`config.mk`:
```
export PLATFORM = sky130hd
export DESIGN_NAME = ewff_ctrl
export DESIGN_NICKNAME = d
export VERILOG_FILES = /design/src/hw/rtl/ewff_pkg.sv /design/src/hw/rtl/ewff_ctrl.sv
export SDC_FILE = /design/constraint.sdc
export NUM_CORES = 1
export LEC_CHECK = 0
export BUFFER_PORTS_ARGS = -buffer_cell sky130_fd_sc_hd__buf_2
export CAP_MARGIN = 20
export CORE_UTILIZATION = 42
export DETAILED_ROUTE_END_ITERATION = 10
export HOLD_SLACK_MARGIN = 0.03
export PLACE_DENSITY_LB_ADDON = 0.05
export SYNTH_ARGS = -nofsm -noshare
export SYNTH_HDL_FRONTEND = slang
export SYNTH_SLANG_ARGS = --single-unit
```
`constraint.sdc`:
```
create_clock -name clk -period 1.6 [get_ports clk]
set_clock_uncertainty 0.05 [all_clocks]
set_input_delay 0.16 -clock clk [delete_from_list [all_inputs] [get_ports clk]]
set_output_delay 0.16 -clock clk [all_outputs]
set_load 0.01 [all_outputs]
```
`src/hw/rtl/ewff_pkg.sv`:
```
package ewff_pkg;

    // Default parameter values.
    localparam int COORD_FRAC_BITS_DEF = 4;
    localparam int ACCEL_FRAC_BITS_DEF = 16;

    // Field and register widths.
    localparam int CRD_W      = 18;
    localparam int PRAD_W     = 8;
    localparam int WIN_W      = 13;
    localparam int DCFG_W     = 18;
    localparam int STEP_W     = 12;
    localparam int WR_W       = 24;
    localparam int ACC_W      = 32;
    localparam int CFG_IDX_W  = 3;
    localparam int CFG_DATA_W = 18;

    // Datapath widths.
    localparam int MAG_W  = 18;   // |particle - source|
    localparam int OFF_W  = 24;   // |offset from front|
    localparam int SQ_W   = 50;   // square root radicand
    localparam int ROOT_W = 25;   // square root result
    localparam int OP_W   = 25;   // multiplier operand
    localparam int PROD_W = 50;   // multiplier product
    localparam int RNUM_W = 42;   // wave_radius * |delta|
    localparam int DEN_W  = 55;   // 20 * d^2
    localparam int Q_W    = 32;   // kept quotient bits

    // Configuration register indexes.
    typedef logic [CFG_IDX_W-1:0] cfg_idx_t;
    localparam cfg_idx_t CFG_SOURCE_X      = 3'd0;
    localparam cfg_idx_t CFG_SOURCE_Y      = 3'd1;
    localparam cfg_idx_t CFG_WINDOW_WIDTH  = 3'd2;
    localparam cfg_idx_t CFG_WINDOW_HEIGHT = 3'd3;
    localparam cfg_idx_t CFG_MAX_DISTANCE  = 3'd4;
    localparam cfg_idx_t CFG_MIN_DISTANCE  = 3'd5;
    localparam cfg_idx_t CFG_WAVE_STEP     = 3'd6;

    // Multiplier operand selection.
    typedef enum logic [2:0] {
        MUL_DELTA_SQ,
        MUL_RADIUS,
        MUL_OFFSET_SQ,
        MUL_DIST_SQ,
        MUL_FORCE
    } mul_sel_t;

    // Controller states.
    typedef enum logic [4:0] {
        ST_IDLE,
        ST_MUL_DSQ,
        ST_SQ1_GO,
        ST_SQ1_WAIT,
        ST_MUL_RAD,
        ST_DIVX_GO,
        ST_DIVX_WAIT,
        ST_DIVY_GO,
        ST_DIVY_WAIT,
        ST_OFFSET,
        ST_MUL_OSQ,
        ST_SQ2_GO,
        ST_SQ2_WAIT,
        ST_MUL_D,
        ST_DEN,
        ST_FX_GO,
        ST_FX_WAIT,
        ST_FY_GO,
        ST_FY_WAIT,
        ST_OUT
    } state_t;

    // Commands from the controller to the datapath.
    typedef struct packed {
        logic     load_in;
        logic     mul_en;
        mul_sel_t mul_sel;
        logic     sq_start;
        logic     cap_size;
        logic     cap_dist;
        logic     div_start;
        logic     div_force;
        logic     div_y;
        logic     cap_step_x;
        logic     cap_step_y;
        logic     clr_step;
        logic     offset_en;
        logic     den_en;
        logic     cap_acc_x;
        logic     cap_acc_y;
        logic     out_load;
    } cmd_t;

    // Status from the datapath to the controller.
    typedef struct packed {
        logic sq_busy;
        logic sq_done;
        logic div_busy;
        logic div_done;
        logic size_zero;
    } sts_t;

endpackage

```
`src/hw/rtl/ewff_ctrl.sv`:
```
module ewff_ctrl
    import ewff_pkg::*;
(
    input  logic clk,
    input  logic rst_n,
    input  logic in_valid,
    output logic in_stall,
    output logic out_valid,
    input  logic out_stall,
    input  sts_t sts,
    output cmd_t cmd
);

    state_t state_reg, state_next;
    logic   out_valid_reg, out_valid_next;

    // Next state and commands.
    always_comb
    begin
        state_next = state_reg;
        cmd        = '0;
        cmd.mul_sel = MUL_DELTA_SQ;
        case (state_reg)
            ST_IDLE:
            begin
                if (in_valid)
                begin
                    cmd.load_in = 1'b1;
                    state_next  = ST_MUL_DSQ;
                end
            end
            ST_MUL_DSQ:
            begin
                cmd.mul_en  = 1'b1;
                cmd.mul_sel = MUL_DELTA_SQ;
                state_next  = ST_SQ1_GO;
            end
            ST_SQ1_GO:
            begin
                cmd.sq_start = 1'b1;
                state_next   = ST_SQ1_WAIT;
            end
            ST_SQ1_WAIT:
            begin
                if (sts.sq_done)
                begin
                    cmd.cap_size = 1'b1;
                    state_next   = ST_MUL_RAD;
                end
            end
            ST_MUL_RAD:
            begin
                cmd.mul_en  = 1'b1;
                cmd.mul_sel = MUL_RADIUS;
                // A particle on the source has no direction.
                if (sts.size_zero)
                begin
                    cmd.clr_step = 1'b1;
                    state_next   = ST_OFFSET;
                end
                else
                begin
                    state_next = ST_DIVX_GO;
                end
            end
            ST_DIVX_GO:
            begin
                cmd.div_start = 1'b1;
                state_next    = ST_DIVX_WAIT;
            end
            ST_DIVX_WAIT:
            begin
                if (sts.div_done)
                begin
                    cmd.cap_step_x = 1'b1;
                    state_next     = ST_DIVY_GO;
                end
            end
            ST_DIVY_GO:
            begin
                cmd.div_start = 1'b1;
                cmd.div_y     = 1'b1;
                state_next    = ST_DIVY_WAIT;
            end
            ST_DIVY_WAIT:
            begin
                if (sts.div_done)
                begin
                    cmd.cap_step_y = 1'b1;
                    state_next     = ST_OFFSET;
                end
            end
            ST_OFFSET:
            begin
                cmd.offset_en = 1'b1;
                state_next    = ST_MUL_OSQ;
            end
            ST_MUL_OSQ:
            begin
                cmd.mul_en  = 1'b1;
                cmd.mul_sel = MUL_OFFSET_SQ;
                state_next  = ST_SQ2_GO;
            end
            ST_SQ2_GO:
            begin
                cmd.sq_start = 1'b1;
                state_next   = ST_SQ2_WAIT;
            end
            ST_SQ2_WAIT:
            begin
                if (sts.sq_done)
                begin
                    cmd.cap_dist = 1'b1;
                    state_next   = ST_MUL_D;
                end
            end
            ST_MUL_D:
            begin
                cmd.mul_en  = 1'b1;
                cmd.mul_sel = MUL_DIST_SQ;
                state_next  = ST_DEN;
            end
            ST_DEN:
            begin
                cmd.den_en  = 1'b1;
                cmd.mul_en  = 1'b1;
                cmd.mul_sel = MUL_FORCE;
                state_next  = ST_FX_GO;
            end
            ST_FX_GO:
            begin
                cmd.div_start = 1'b1;
                cmd.div_force = 1'b1;
                state_next    = ST_FX_WAIT;
            end
            ST_FX_WAIT:
            begin
                if (sts.div_done)
                begin
                    cmd.cap_acc_x = 1'b1;
                    state_next    = ST_FY_GO;
                end
            end
            ST_FY_GO:
            begin
                cmd.div_start = 1'b1;
                cmd.div_force = 1'b1;
                cmd.div_y     = 1'b1;
                state_next    = ST_FY_WAIT;
            end
            ST_FY_WAIT:
            begin
                if (sts.div_done)
                begin
                    cmd.cap_acc_y = 1'b1;
                    state_next    = ST_OUT;
                end
            end
            ST_OUT:
            begin
                // Wait until the output register is free.
                if (!(out_valid_reg && out_stall))
                begin
                    cmd.out_load = 1'b1;
                    state_next   = ST_IDLE;
                end
            end
            default:
            begin
                state_next = ST_IDLE;
            end
        endcase
    end

    // Output word valid flag.
    always_comb
    begin
        out_valid_next = out_valid_reg;
        if (cmd.out_load)
        begin
            out_valid_next = 1'b1;
        end
        else if (out_valid_reg && !out_stall)
        begin
            out_valid_next = 1'b0;
        end
    end

    // State register.
    always_ff @(posedge clk or negedge rst_n)
    begin
        if (!rst_n)
        begin
            state_reg     <= ST_IDLE;
            out_valid_reg <= 1'b0;
        end
        else
        begin
            state_reg     <= state_next;
            out_valid_reg <= out_valid_next;
        end
    end

    assign in_stall  = (state_reg != ST_IDLE);
    assign out_valid = out_valid_reg;

`ifndef SYNTHESIS
    // The square root unit is never restarted while it works.
    a_sq_start_idle: assert property (@(posedge clk) disable iff (!rst_n)
        cmd.sq_start |-> !sts.sq_busy)
        else $error("square root started while busy");

    // The divider is never restarted while it works.
    a_div_start_idle: assert property (@(posedge clk) disable iff (!rst_n)
        cmd.div_start |-> !sts.div_busy)
        else $error("divider started while busy");

    // A new word never overwrites one that is still stalled.
    a_no_overwrite: assert property (@(posedge clk) disable iff (!rst_n)
        cmd.out_load |-> !(out_valid_reg && out_stall))
        else $error("output word overwritten");

    // An accepted word starts the computation.
    a_accept_starts: assert property (@(posedge clk) disable iff (!rst_n)
        (in_valid && !in_stall) |=> (state_reg == ST_MUL_DSQ))
        else $error("accepted word did not start work");

    // A finished result raises the output valid on the next cycle.
    a_load_valid: assert property (@(posedge clk) disable iff (!rst_n)
        cmd.out_load |=> out_valid_reg)
        else $error("loaded word not valid");
`endif

endmodule

```
---- After elaboration in Yosys (flattened, before gate mapping) ----
Cells that the tools add are included.
cells by class
  add/subtract/negate cells ............... 0
  multiply operators ...................... 0
  divide/modulo/power cells ............... 0
  magnitude comparators ................... 0
  eq/ne operators ......................... 27
  shift operators ......................... 0
  multiplexer cells ....................... 33
  bitwise operators ....................... 0
  reductions and logical operators ........ 11
operator list
  cell                                           count
  one-hot mux 5 bit (20 select lines)            1
  == test 5 x 4 -> 1 bit, second input constant  8
  two-way mux 5 bit                              8
  two-way mux 1 bit                              22
  == test 5 x 3 -> 1 bit, second input constant  4
  == test 5 bit, second input constant           4
  one-hot mux 4 bit (5 select lines)             1
  inequality test 2 bit, second input constant   8
  == test 5 x 2 -> 1 bit, second input constant  2
  AND reduction 8 bit                            1
  OR reduction 2 bit                             3
  == test 5 x 1 -> 1 bit, second input constant  1
  logical NOT 5 bit                              1
  nonzero test 5 bit                             1
  two-way mux 4 bit                              1
  OR reduction 4 bit                             1
  logical AND 1 bit                              2
  nonzero test 2 bit                             1
  logical NOT 1 bit                              1
word-level totals
  flip-flop bits (word level) ............. 6
  latch bits .............................. 0
  RAM bits ................................ 0
  ROM bits ................................ 0
  bits of input ports ..................... 9
  logic and storage cells ................. 73
  memories kept ........................... 0

---- Logic depth before layout (Yosys ltp) ----
Gate-level depths: netlist of run 1.
  depth after elaboration ................. 4
  depth in mapped cells ................... 7
  gate-level depth less buffers ........... 5

---- Worst setup path before layout of run 1 ----
OpenSTA, ideal clock, no wires.
  path kind ............................... register to register
  start ................................... register state_reg[4]
  end ..................................... register state_reg[2]
  library setup time ...................... 126 ps
  arrival time ............................ 1,387 ps
  required time ........................... 1,424 ps
  setup slack ............................. 37 ps
  cell stages (with the launch flop) ...... 7
  clock period less this slack ............ 1,563 ps
  cells stage by stage .................... dfrtp_1 -> buf_6 -> nor3_4 -> nand2_2 -> o221ai_2 -> nor2_2 -> a221o_1
between the ends
  word-level cells in the longest chain between the ends .. 3
  elaborated cells between the ends (all ways) .. 30
  those cells by class .................... eq/ne (27); mux (1); reduce/logical (2)
ends and longest elaborated chain
  element                                      RTL line          text
  from (decl)                                  ewff_ctrl.sv:14   state_t state_reg, state_next;
  from (signal assigned)                       ewff_ctrl.sv:199  state_reg <= state_next;
  == test 5 bit, or another cell as far along  ewff_ctrl.sv:23   case (state_reg)
  inequality test 2 bit (no line)              n/a
  AND reduction 8 bit (no line)                n/a
Parallel ways exist; a longest one is shown, timed or not.
A chain may end at the register's enable or synchronous reset.

==> impl_results.md, run 1 <==
* Seq/Total Area, Yosys at 0.205
* Pin count of the biggest net entering global routing at 12
* Seq cells post-synth at 6
* Post-synthesis simple-gate area fraction at 0.425
* Placed cell count at 148
* Detail Route Antenna Nets at 0
* Skew-Pair Late Insertion Delay at 240 ps
* Die ar. at 0.00191 mm²
* Startpoint types: flip-flop
* CP Class: reg -> out
* Synth Net Count at 106
* Fin crit share at 1.09
* Syn Inst Count at 97
* Max_cap viols at 0
* Via Count at 948
* Syn Std Cell Area at 731 µm²
* Worst Path Required at 1390 ps
* FF-to-FF End: state_reg[2]
* Overall Global Routing Usage at 0.262
* DRT iter0 DRCs at 39
* Max Freq at 0.575 GHz
* Slew at the pin closest to its max-slew limit at 333 ps
* Setup crit end kind: primary output
* DRC viols at 0
* Compound-gate portion of the synthesized area at 0.188
* DRT Pass-1 Iters at 4
* Min Clock Period, post-route at 1740 ps
* Hold WC Path Type: in -> reg
* Slew HR at 0.778
* CTS H-tree depth at 1
* Max FFs per register at 5
* Starting Density at 0.469
* Vias in the first global route at 898
* Worst setup path startpoint: state_reg[2]
* Initial antenna violation count at 0
* NumNets Final at 161
* Final cell count without fillers at 166
* CTS tree: yes
* Synth warnings at 0
* Reg2reg start: state_reg[2]
* Most frequent cells in the layout: buf_2 (28), buf_4 (20), buf_6 (13), nor2_1 (9), nand2_1 (7)
* R2R depth at 5
* Max FO, Critical Path at 8
* # clock sinks at 6
* Failing checks: setup timing
* Final Max Tran Viols at 0
* Die X at 43.7 µm
* Commonest non-fill, non-tap cell in the layout: buf_2
* Hold depth at 3
* Area Growth Syn to Fin at 73.6%
* Crit path DAT at 1530 ps
* Worst VDD drop at 0.00117 V
* Final Core Density at 0.814
* Syn_area_per_cell at 7.53 µm²
* CTS Buf Count at 3
* Chip height at 43.7 µm
* Hold endpoint: out_valid
* Final setup TNS at -726 ps
* Diodes inserted at 0
* Final Hold Vio Count at 0
* Clock-pin slew on the worst setup and hold paths at 50 ps
* Synth Area in Adders at 0
* Global placer's final weighted congestion at 0.794
* First-pass GRT wire length at 3800 µm
* Reg2Reg Setup Slack at -80 ps
* Grt total ovfl at 0
* Rows at 14
* Routed WL per cell at 15.7 µm
* Dpl ws at -105 ps
* Core ar. at 0.00156 mm²
* Cell variety after synth at 41
* Lkg Pwr at 0.603 nW
* I/O pins at 30
* RSZ-0062 raised after global routing: yes
* Share of cells above drive strength 1 at 0.653
* Worst min-delay path startpoint: out_stall
* Port bufs at 27
* Post-synthesis mux area share at 0.0137
* Post-DP HPWL at 1490 µm
* Final-report setup violation count at 11
* P per Cell Area at 2130 mW/mm²
* Largest family of logic cells by synthesized area: simple AND/OR/NAND/NOR gates
* Post-Synth XOR/XNOR Area at 0.0360
* Number of vias per cell at 5.71
* CTS root buf: clkbuf_4
* CTS Buffer Depth at 2
* Fin worst setup slack at -138 ps
* Final wirelength at 2600 µm
* Status: finished with violations
[synth_stat cells]
| library cell | n | area, µm² |
|---|---|---|
| nor2_1 | 11 | 41.3 |
| nand2_1 | 10 | 37.5 |
| dfrtp_1 | 6 | 150 |
| a21oi_1 | 5 | 25.0 |
| nand2b_1 | 5 | 31.3 |
| nor3_1 | 5 | 25.0 |
| nor4_1 | 5 | 31.3 |
| buf_6 | 4 | 45.0 |
| buf_4 | 3 | 22.5 |
| clkbuf_1 | 3 | 11.3 |
| o21ai_1 | 3 | 15.0 |
| and3_1 | 2 | 12.5 |
| buf_2 | 2 | 10.0 |
| nor2b_1 | 2 | 12.5 |
| nor4b_1 | 2 | 17.5 |
| nor4bb_1 | 2 | 20.0 |
| o21a_1 | 2 | 15.0 |
| xnor2_1 | 2 | 17.5 |
| a211oi_1 | 1 | 7.51 |
| a221o_1 | 1 | 10.0 |
| a22o_1 | 1 | 8.76 |
| a22oi_1 | 1 | 7.51 |
| a31oi_1 | 1 | 6.26 |
| and3b_1 | 1 | 8.76 |
| inv_1 | 1 | 3.75 |
| inv_2 | 1 | 3.75 |
| mux2i_1 | 1 | 10.0 |
| nand2_2 | 1 | 6.26 |
| nand3_1 | 1 | 5.00 |
| nand3b_1 | 1 | 7.51 |
| nor2_2 | 1 | 6.26 |
| nor2_4 | 1 | 11.3 |
| nor3_4 | 1 | 16.3 |
| nor3b_1 | 1 | 7.51 |
| nor4_2 | 1 | 12.5 |
| o21ai_0 | 1 | 5.00 |
| o221ai_2 | 1 | 15.0 |
| o22ai_1 | 1 | 6.26 |
| o2bb2ai_1 | 1 | 8.76 |
| o31ai_1 | 1 | 7.51 |
| xor2_1 | 1 | 8.76 |
[power breakdown]
group | switching (W) | internal [W] | leakage (nW) | total (W)
clock network | 0.0000511 | 0.0000846 | 0.0138 | 0.000136
registers | 0.000141 | 0.000230 | 0.0699 | 0.000371
logic | 0.00110 | 0.00110 | 0.519 | 0.00220
[routing by layer]
layer,GRT usage,up-vias,part of all wire
met3,0.0750,2,0.045
met4,0.0500,0,0.0054
met1,0.330,462,0.45
li1,-,456,-
met2,0.445,28,0.50
met5,0,-,0
[final cells by class]
| class | count | area (µm²) |
|---|---|---|
| clock buffers | 3 | 22.5 |
| fillers | 87 | 290 |
| inverters | 2 | 10.0 |
| multi-input cells | 77 | 613 |
| flip-flops and latches | 6 | 156 |
| well taps | 16 | 20.0 |
| repair buffers | 62 | 447 |
[timing repair]
action | in CTS | in global routing
hold endpoints to repair | 6 | 0
pin swaps | 7 | 7
buffers inserted | 10 | 3
hold buffers | 1 | 0
endpoints found under the setup margin | 20 | 21
cloned | 1 | 0
gates resized for setup | 22 | 24
[per-stage QoR]
step | power [W] | cell area [µm²] | hold WS, ps
2_1_floorplan | 0.00141 | 731 | -186
3_3_place_gp | 0.00185 | 947 | -61.3
4_1_cts | 0.00241 | 1140 | 140
6_report | 0.00271 | 1270 | 155
5_1_grt | 0.00288 | 1270 | 173
3_5_place_dp | 0.00187 | 947 | -56.9
[cell families (layout without fill, tap and decap cells)]
kind of cell | Yosys count | after routing
AO/OA/AOI/OAI | 20 | 20
XOR/XNOR | 3 | 3
multiplexers | 1 | 1
flip-flops | 6 | 6
AND/OR/NAND/NOR | 53 | 53
buffers and inverters | 14 | 67
[worst max-delay path, stage by stage (launching register included)]
cell	delay, ps
dfrtp_2	470
nand2_1	110
buf_4	180
nor2_1	100
a21oi_1	60
nor3_1	200
buf_2	180
[worst max-delay path by stage]
stage	to	slack (ps)	cells past startpoint
2_1_floorplan	state_reg[2]	40	6
3_3_place_gp	state_reg[2]	-50	5
3_5_place_dp	state_reg[2]	-100	5
4_1_cts	cmd[17]	-90	7
5_1_grt	cmd[17]	-190	7
6_report	cmd[8]	-140	6
Power figures use the tool's default switching activity.
==> run 2, diff against run 1 <==
--- a/config.mk
+++ b/config.mk
@@ -5,9 +5,10 @@
 export SDC_FILE = /design/constraint.sdc
 export NUM_CORES = 1
 export LEC_CHECK = 0
+export ABC_AREA = 1
 export BUFFER_PORTS_ARGS = -buffer_cell sky130_fd_sc_hd__buf_2
 export CAP_MARGIN = 20
-export CORE_UTILIZATION = 42
+export CORE_UTILIZATION = 41
 export DETAILED_ROUTE_END_ITERATION = 10
 export HOLD_SLACK_MARGIN = 0.03
 export PLACE_DENSITY_LB_ADDON = 0.05
==> run 2 against run 1 <==
  * The run now ends clean
  * Area after synthesis shrank 8.0%
  * Final cell count is 1.8% higher
  * Power is 31% lower
  * Critical path depth down 1
==> impl_results.md, run 2 <==
* Status: completed
* Overall Global Routing Usage at 0.213 (-0.0493)
* Final setup TNS at 0 ps (+726 ps)
* Synth warnings at 0 (unchanged)
* P per Cell Area at 1880 mW/mm² (-12%)
* CTS H-tree depth at 1 (unchanged)
* First-pass GRT wire length at 2950 µm (-22%)
* # clock sinks at 6 (unchanged)
* Synth cell count leaders: nand2_1 (28), nor2_1 (18), nand3_1 (14)
* Lkg Pwr at 0.598 nW (-0.80%)
* Synth top area share at 0.223 (+0.0180)
* Final cell count without fillers at 169 (+1.8%)
* Pin count of the biggest net entering global routing at 9 (-3)
* Detail Route Antenna Nets at 0 (unchanged)
* Syn Std Cell Area at 672 µm² (-8.0%)
* Crit path DAT at 1360 ps (-170 ps)
* RSZ-0062 raised after global routing: yes
* Rows at 14 (unchanged)
* Hold WS at 150 ps (-4.62 ps)
* Count leader, synth: nand2_1
* Area of the multi-input gates at 493 µm² (-20%)
* Fill cells at 144 (+66%)
* CP Class: reg -> out
* CP max stage cell: dfrtp_2
* DRT iter0 DRCs at 35 (-10%)
* CTS Buffer Depth at 2 (unchanged)
* Max FFs per register at 5 (unchanged)
* Dpl ws at 154 ps (+258 ps)
* Fin worst setup slack at 34.3 ps (+172 ps)
* Critical path's largest stage delay at 440 ps (-30 ps)
* Slew at the pin closest to its max-slew limit at 300 ps (-33.1 ps)
* Grt total ovfl at 0 (unchanged)
* Seq. cell area at 156 µm² (unchanged)
* Main flop type after synthesis: dfrtp_1
* Initial antenna violation count at 0 (unchanged)
* Fin crit share at 0.979 (-0.108)
* Global placer's final weighted congestion at 0.856 (+7.8%)
* Final-report setup violation count at 0 (-11)
* R2R depth at 8 (+3)
* Worst Path Required at 1390 ps (about the same)
* Syn Inst Count at 112 (+15%)
* DRC viols at 0 (unchanged)
* Synth top area cells: dfrtp_1 (22%), nand2_1 (16%), nand3_1 (10%)
* Final Max Tran Viols at 0 (unchanged)
* Routed WL per cell at 11.7 µm (-25%)
* Post-DP HPWL at 1450 µm (-2.7%)
* Starting Density at 0.441 (-0.0278)
* Port bufs at 27 (unchanged)
* Clock-pin slew on the worst setup and hold paths at 40 ps (about the same)
* Placed cell count at 155 (+4.7%)
* Slew HR at 0.799 (+0.0206)
* NumNets Final at 164 (+1.9%)
* FF-to-FF End: state_reg[0]
* Synth Net Count at 121 (+14%)
* CTS root buf: clkbuf_4
* Share of cells above drive strength 1 at 0.510 (-0.144)
* Top sig layer: met3
* CTS Buf Count at 3 (unchanged)
* Cell variety after synth at 20 (-51%)
* Max Freq at 0.639 GHz (+11%)
* Reg2Reg Setup Slack at 110 ps (+190 ps)
* Seq cells post-synth at 6 (unchanged)
* Commonest non-fill, non-tap cell in the layout: buf_2
* I/O pins at 30 (unchanged)
* Hold WC Path Type: in -> reg
* Core ar. at 0.00152 mm² (-2.2%)
* Seq/Total Area, Yosys at 0.223 (+0.0180)
* Hold depth at 3 (unchanged)
* Final Hold Vio Count at 0 (unchanged)
* Final wirelength at 1980 µm (-24%)
* Skew-Pair Late Insertion Delay at 230 ps (about the same)
* Largest area contributor in the netlist: dfrtp_1
* Via Count at 877 (-7.5%)
* Worst min-delay path startpoint: out_stall
* Max FO, Critical Path at 6 (-2)
* Reg2reg start: state_reg[3]
* Die ar. at 0.00180 mm² (-5.5%)
* Setup crit end kind: primary output
* Vias in the first global route at 711 (-21%)
* Hold endpoint: out_valid
* Min Clock Period, post-route at 1570 ps (-172 ps)
* DR WL met3 at 116 µm (-1.7%)
* Area Growth Syn to Fin at 47.7%
* CTS tree: yes
* Async SR Flop Fraction at 1.00 (unchanged)
* WL met1 at 879 µm (-25%)
* Number of vias per cell at 5.19 (-9.1%)
* Chip height at 42.5 µm (-2.8%)
* Most frequent cells in the layout: buf_2 (27), nand2_1 (24), nor2_1 (16), inv_1 (11), nand3_1 (11)
* Final Core Density at 0.651 (-0.163)
* Die X at 42.5 µm (-2.8%)
* Worst path cell trace: nor2_4 -> buf_4 -> nand3_2 -> nor2_1 -> buf_2
* Worst VDD drop at 0.000946 V (-19%)
* Metal2 WL at 982 µm (-24%)
* Startpoint types: flip-flop
* Diodes inserted at 0 (unchanged)
* EDFF count, synth at 0 (unchanged)
* Max_cap viols at 0 (unchanged)
* DRT Pass-1 Iters at 4 (unchanged)
* Syn_area_per_cell at 6.00 µm² (-20%)
==> run 2: cell count changes in the layout (fill, tap and decap cells not counted), moves of 7 or more <==
cell and change:
buf_4 -10, buf_6 -12, inv_1 +10, nand2_1 +17, nand3_1 +10, nand3_2 +8, nor2_1 +7
==> run 2: layout make-up <==
| type | count | area share |
|---|---|---|
| Inverter | 18 | 0.0694 |
| Tap cell | 16 | 0.0202 |
| Clock buffer | 3 | 0.0227 |
| Multi-Input combinational cell | 87 | 0.497 |
| Timing Repair Buffer | 39 | 0.233 |
| Sequential cell | 6 | 0.158 |
==> run 2: worst max path at each step <==
stage	from	end	slack (ps)	cells past startpoint
3_5_place_dp	state_reg[1]	cmd[17]	150	4
2_1_floorplan	state_reg[3]	cmd[2]	310	3
4_1_cts	state_reg[3]	cmd[17]	2	7
3_3_place_gp	state_reg[1]	cmd[17]	140	4
5_1_grt	state_reg[3]	cmd[0]	-40	5
6_report	state_reg[3]	cmd[0]	30	5
==> run 2: kinds of logic (layout without fill, tap and decap cells) <==
logic type | after synthesis | after routing | synth area share
AOI/OAI and AO/OA | 7 | 7 | 0.0726
buffers and inverters | 19 | 60 | 0.114
DFF | 6 | 6 | 0.223
and+or+nand+nor | 80 | 80 | 0.590
==> run 2: worst max-delay path: cells and delay by family, from the launching register on <==
| family | cells | cell delay (ps) |
|---|---|---|
| flip-flops | 1 | 440 |
| AND/OR/NAND/NOR | 3 | 400 |
| buffers and inverters | 2 | 280 |
==> run 2: stage by stage <==
stage	cell area, µm²	power, W
after floorplan	672	0.00109
after global placement	827	0.00140
after detailed placement	827	0.00140
after CTS	913	0.00168
after global routing	992	0.00202
final	992	0.00186
==> run 2: where the power goes <==
| group | internal, W | switching, W |
|---|---|---|
| registers | 0.000228 | 0.000130 |
| logic | 0.000570 | 0.000804 |
| clock network | 0.0000843 | 0.0000460 |
==> run 2: metal layers <==
metal / track usage / vias up
li1: - / 444
met1: 0.314 / 403
met2: 0.302 / 30
met3: 0.0302 / 0
met4: 0.100 / 0
met5: 0 / -
==> run 2: timing repair <==
item                                   in CTS  in global routing
pin swaps                                   2                  5
hold buffers                                1                  0
endpoints found under the hold margin       6                  0
setup endpoints to repair                  10                 16
resized for setup                           7                 13
setup buffers                               5                  5
